File: src/rtl/core/vwi_pkg.sv
// ----------------------------------------------------------------------------
// vwi_pkg: shared types and constants of the vertex weld indexer
// Field widths, register indexes and the controller/datapath command structs.
// ----------------------------------------------------------------------------
package vwi_pkg;

    localparam int VERTEX_DEPTH = 1024;
    localparam int VIDX_W       = $clog2(VERTEX_DEPTH);
    localparam int VCNT_W       = VIDX_W + 1;

    localparam int POS_W  = 32;
    localparam int TEX_W  = 24;
    localparam int ICNT_W = 24;

    localparam logic [ICNT_W-1:0] ICNT_MAX = '1;

    typedef enum logic [2:0] {
        REG_OFFSET_U = 3'd0,
        REG_OFFSET_V = 3'd1,
        REG_SCALE_U  = 3'd2,
        REG_SCALE_V  = 3'd3,
        REG_VCAP     = 3'd4,
        REG_ICAP     = 3'd5,
        REG_POS_TOL  = 3'd6,
        REG_TEX_TOL  = 3'd7
    } reg_index_t;

    localparam int CFG_IDX_W  = 3;
    localparam int CFG_DATA_W = 32;

    // controller -> datapath
    typedef struct packed {
        logic load;      // capture the accepted transaction
        logic remap;     // register the remapped uv
        logic rd_issue;  // read entry at scan pointer
        logic cmp;       // evaluate the entry read the cycle before
        logic finish;    // form the result and update the counts
    } vwi_cmd_t;

    // datapath -> controller
    typedef struct packed {
        logic is_clear;
        logic scan_empty;  // no stored entries to search
        logic last_issue;  // scan pointer is at the last stored entry
        logic hit;         // compared entry matched
    } vwi_status_t;

endpackage

File: src/rtl/core/vwi_ctrl.sv
// ----------------------------------------------------------------------------
// vwi_ctrl: sequencer of the vertex weld indexer
// Steps one transaction through load, remap, table scan and result.
// ----------------------------------------------------------------------------
module vwi_ctrl
    import vwi_pkg::*;
(
    input  logic        clk,
    input  logic        rst_n,
    input  logic        in_valid,
    output logic        in_ready,
    output logic        out_valid,
    input  logic        out_ready,
    input  vwi_status_t status,
    output vwi_cmd_t    cmd
);
    typedef enum logic [5:0] {
        ST_IDLE  = 6'b000001,
        ST_REMAP = 6'b000010,
        ST_SCAN  = 6'b000100,
        ST_DRAIN = 6'b001000,
        ST_DONE  = 6'b010000,
        ST_OUT   = 6'b100000
    } state_t;

    state_t state_reg, state_next;

    assign in_ready  = (state_reg == ST_IDLE);
    assign out_valid = (state_reg == ST_OUT);

    always_comb
    begin
        state_next   = state_reg;
        cmd          = '0;
        case (state_reg)
            ST_IDLE:
            begin
                if (in_valid)
                begin
                    cmd.load   = 1'b1;
                    state_next = ST_REMAP;
                end
            end
            ST_REMAP:
            begin
                cmd.remap = 1'b1;
                if (status.is_clear || status.scan_empty)
                begin
                    state_next = ST_DONE;
                end
                else
                begin
                    cmd.rd_issue = 1'b1;
                    state_next   = status.last_issue ? ST_DRAIN : ST_SCAN;
                end
            end
            ST_SCAN:
            begin
                // compare previous read while the next one is issued
                cmd.cmp = 1'b1;
                if (status.hit)
                begin
                    state_next = ST_DONE;
                end
                else
                begin
                    cmd.rd_issue = 1'b1;
                    state_next   = status.last_issue ? ST_DRAIN : ST_SCAN;
                end
            end
            ST_DRAIN:
            begin
                cmd.cmp    = 1'b1;
                state_next = ST_DONE;
            end
            ST_DONE:
            begin
                cmd.finish = 1'b1;
                state_next = ST_OUT;
            end
            ST_OUT:
            begin
                if (out_ready)
                begin
                    state_next = ST_IDLE;
                end
            end
            default:
            begin
                state_next = ST_IDLE;
            end
        endcase
    end

    always_ff @(posedge clk or negedge rst_n)
    begin
        if (!rst_n)
        begin
            state_reg <= ST_IDLE;
        end
        else
        begin
            state_reg <= state_next;
        end
    end
endmodule

File: config.mk
export PLATFORM = sky130hd
export DESIGN_NAME = vwi_ctrl
export DESIGN_NICKNAME = d
export VERILOG_FILES = /design/src/rtl/core/vwi_pkg.sv /design/src/rtl/core/vwi_ctrl.sv
export SDC_FILE = /design/constraint.sdc
export NUM_CORES = 1
export LEC_CHECK = 0
export BUFFER_PORTS_ARGS = -buffer_cell sky130_fd_sc_hd__buf_2
export CAP_MARGIN = 40
export CORE_AREA = 3 3 40 42
export CTS_BUF_LIST = sky130_fd_sc_hd__clkbuf_16
export CTS_CLUSTER_DIAMETER = 150
export DETAILED_ROUTE_END_ITERATION = 16
export DIE_AREA = 0 0 43 45
export GPL_TIMING_DRIVEN = 0
export PLACE_DENSITY = 0.58
export SETUP_SLACK_MARGIN = 0.15
export SYNTH_ARGS = -nofsm -noshare
export SYNTH_HDL_FRONTEND = slang
export SYNTH_SLANG_ARGS = --single-unit
File: constraint.sdc
create_clock -name clk -period 2.3 [get_ports clk]
set_input_delay 0.46 -clock clk [delete_from_list [all_inputs] [get_ports clk]]
set_output_delay 0.46 -clock clk [all_outputs]
set_load 0.1 [all_outputs]
==> impl_metrics.tcl <==
set metrics [dict create \
    status "finished with violations" \
    violations "negative setup slack" \
    period_needed_ns 2.31 \
    total_power_w 0.00114 \
    crit_chain "or4_4 -> nor3b_4 -> a2bb2oi_4 -> clkinvlp_4 -> buf_12" \
    rsz0062_at_grt "true" \
    synth-seq-area-share_pct 39.2 \
    wl_per_cell_um 11.0 \
    worstSetupPathType "reg -> out" \
    hold_path_class "in -> async" \
    fp.dieW_um 43 \
    cp_max_fo 4 \
    tightestPinTransition_ns 0.449 \
    grt_start_max_net_pins 8 \
    vias_per_cell 4.56 \
    rows 13 \
    layout_commonest_cell "buf_4" \
    syn-num-nets 50 \
    max_stage_delay_ns 0.58 \
    cts.sinks 6 \
    ys_ff_latch 6 \
    fp.dieH_um 45 \
    syn_area_per_cell_um2 9.21 \
    cellPowerDensity_nw_per_um2 1590 \
    hpwlAfterDp_um 647 \
    synth.distinct_cells 23 \
    grt_usage_pct 9.72 \
    place_inst 71 \
    fin_crit_sh_pct 100 \
    cts_buffers 3 \
    cap_violations 0 \
    synth_top_cell_by_area "dfrtp_1" \
    drc 0 \
    synth_edf_count 0 \
    antennaDiodeCount 0 \
    numPortBuffers 14 \
    clkTransAtPathRegs_ns 0.04 \
    setup_viol 1 \
    io_pins 15 \
    p_leak_nw 0.332 \
    synth_area_leaders "dfrtp_1 32%, nor3b_4 9.7%, dfstp_2 6.8%" \
    grt_first_pass_wirelength_um 1380 \
    worst_slack_ns -0.00606 \
    htree_levels 1 \
    fin_nets 76 \
    endpoint_kind "primary output" \
    syn_inst 42 \
    grt_pass1_vias 334 \
    r2r_cells 6 \
    slew_headroom_pct 69.8 \
    finalWirelength_um 900 \
    largest_register_ffs 6 \
    netlist.area_leader.share_pct 32.4 \
    cts_tree "done" \
    ys_async_sr_fraction_pct 100 \
    hold_viol 0 \
    final_cell_mix "8 x buf_4, 7 x buf_2, 5 x dfrtp_1, 4 x buf_12" \
    drtPass1Iterations 2 \
    detail-route-antenna-nets 0 \
    root_buffer "clkbuf_16" \
    vias 374 \
    worst_ep_arrival_time_ns 1.85 \
    clock_skew_ns 0.00354 \
    overflow 0 \
    maxSlewViolCount 0 \
    synth_warnings 0 \
    clock_latency_ns 0.23 \
    finalNonFillerCells 82 \
    core_area_um2 1280 \
    required_ns 1.84 \
    fin_area_um2 718 \
    worst_path_max_delay_cell "or4_4" \
    start_util_pct 30.1 \
    dieArea_um2 1940 \
    cts_buffer_depth 2 \
    place.gp.congestion 0.664 \
    drt_first_iter_violations 3 \
    synth_flop_cell "dfrtp_1" \
    layout-drive-gt1-share_pct 53.7 \
    peakVddDrop_uv 882 \
    place_area_um2 508 \
    area_growth_pct 85.8 \
    antenna_found_initial 0 \
    startpoint_type "register" \
    syn-cell-area_um2 387 \
    fmax_mhz 434 \
]
-- routing by layer --
metal	global-route usage [%]	vias to the layer above	wire length, um
li1	-	198	-
met1	12.5	171	426
met2	15.0	5	450
met3	2.39	0	23
met4	5.42	0	0
met5	0	-	0
-- worst max-delay path: cells and delay by family, from the launching register on --
| kind | cells | cell delay (ns) |
|---|---|---|
| flip-flops | 1 | 0.39 |
| AND/OR/NAND/NOR | 2 | 0.86 |
| AO/OA/AOI/OAI | 1 | 0.10 |
| buffers and inverters | 2 | 0.25 |
-- power by group --
part           leakage, nW  internal (W)  switching, W  total [W]
sequential          0.0791      0.000139     0.0000514   0.000191
clock               0.0423      0.000225     0.0000563   0.000281
combinational        0.211      0.000284      0.000384   0.000667
-- layout make-up --
| class | instances | area [um^2] |
|---|---|---|
| multi-input combinational | 34 | 260 |
| fill | 123 | 567 |
| clock buffer | 3 | 75.1 |
| clock inverter | 1 | 3.75 |
| sequential | 6 | 151 |
| tap | 15 | 18.8 |
| inverter | 2 | 11.3 |
| timing repair buffer | 21 | 198 |
-- per-stage QoR --
| stage | util (%) | setup WS [ns] | TNS, ns | hold slack, ns |
|---|---|---|---|---|
| CTS | 55.3 | -0.0284 | -0.0421 | 0.0493 |
| detailed placement | 39.5 | -0.0262 | -0.0274 | 0.289 |
| global placement | 39.5 | -0.00506 | -0.00506 | 0.285 |
| floorplan | - | -0.574 | -1.16 | 0.164 |
| global route | 55.9 | -0.0464 | -0.114 | 0.0570 |
| finish | 55.9 | -0.00606 | -0.00606 | 0.0468 |
-- cell families (layout without fill, tap and decap cells) --
| group | after synthesis | count (layout) | synth area share (%) |
|---|---|---|---|
| AO/OA/AOI/OAI | 9 | 9 | 14.9 |
| buffers and inverters | 2 | 27 | 1.94 |
| XOR/XNOR | 1 | 1 | 2.27 |
| flip-flops | 6 | 6 | 39.2 |
| AND/OR/NAND/NOR | 24 | 24 | 41.8 |
-- what timing repair did --
item,CTS,global route
gates resized for setup,22,0
pin swaps,4,4
setup endpoints to repair,7,5
buffers inserted,6,1
gates cloned,0,0
hold buffers,0,0
-- Yosys cell counts (2+ instances only) --
| cell | instances |
|---|---|
| dfrtp_1 | 5 |
| nor2_1 | 5 |
| a21oi_1 | 3 |
| nand2_1 | 3 |
| o21ai_0 | 3 |
| and2_1 | 2 |
| inv_1 | 2 |
| nand2b_1 | 2 |
| nand3_1 | 2 |
| nor3b_4 | 2 |
-- path summary, 6_finish.rpt --
kind	start	to	slack [ns]
setup / recovery	state_reg[2]	cmd[2]	-0.006
hold / removal	rst_n	state_reg[2]	0.05
setup reg to reg	state_reg[2]	state_reg[0]	0.56
hold reg to reg	state_reg[5]	state_reg[4]	0.66
max in group asynchronous	rst_n	state_reg[0]	2.03
min in group clk	status[1]	state_reg[2]	0.39
No activity file was read; power rests on OpenSTA's default activity.
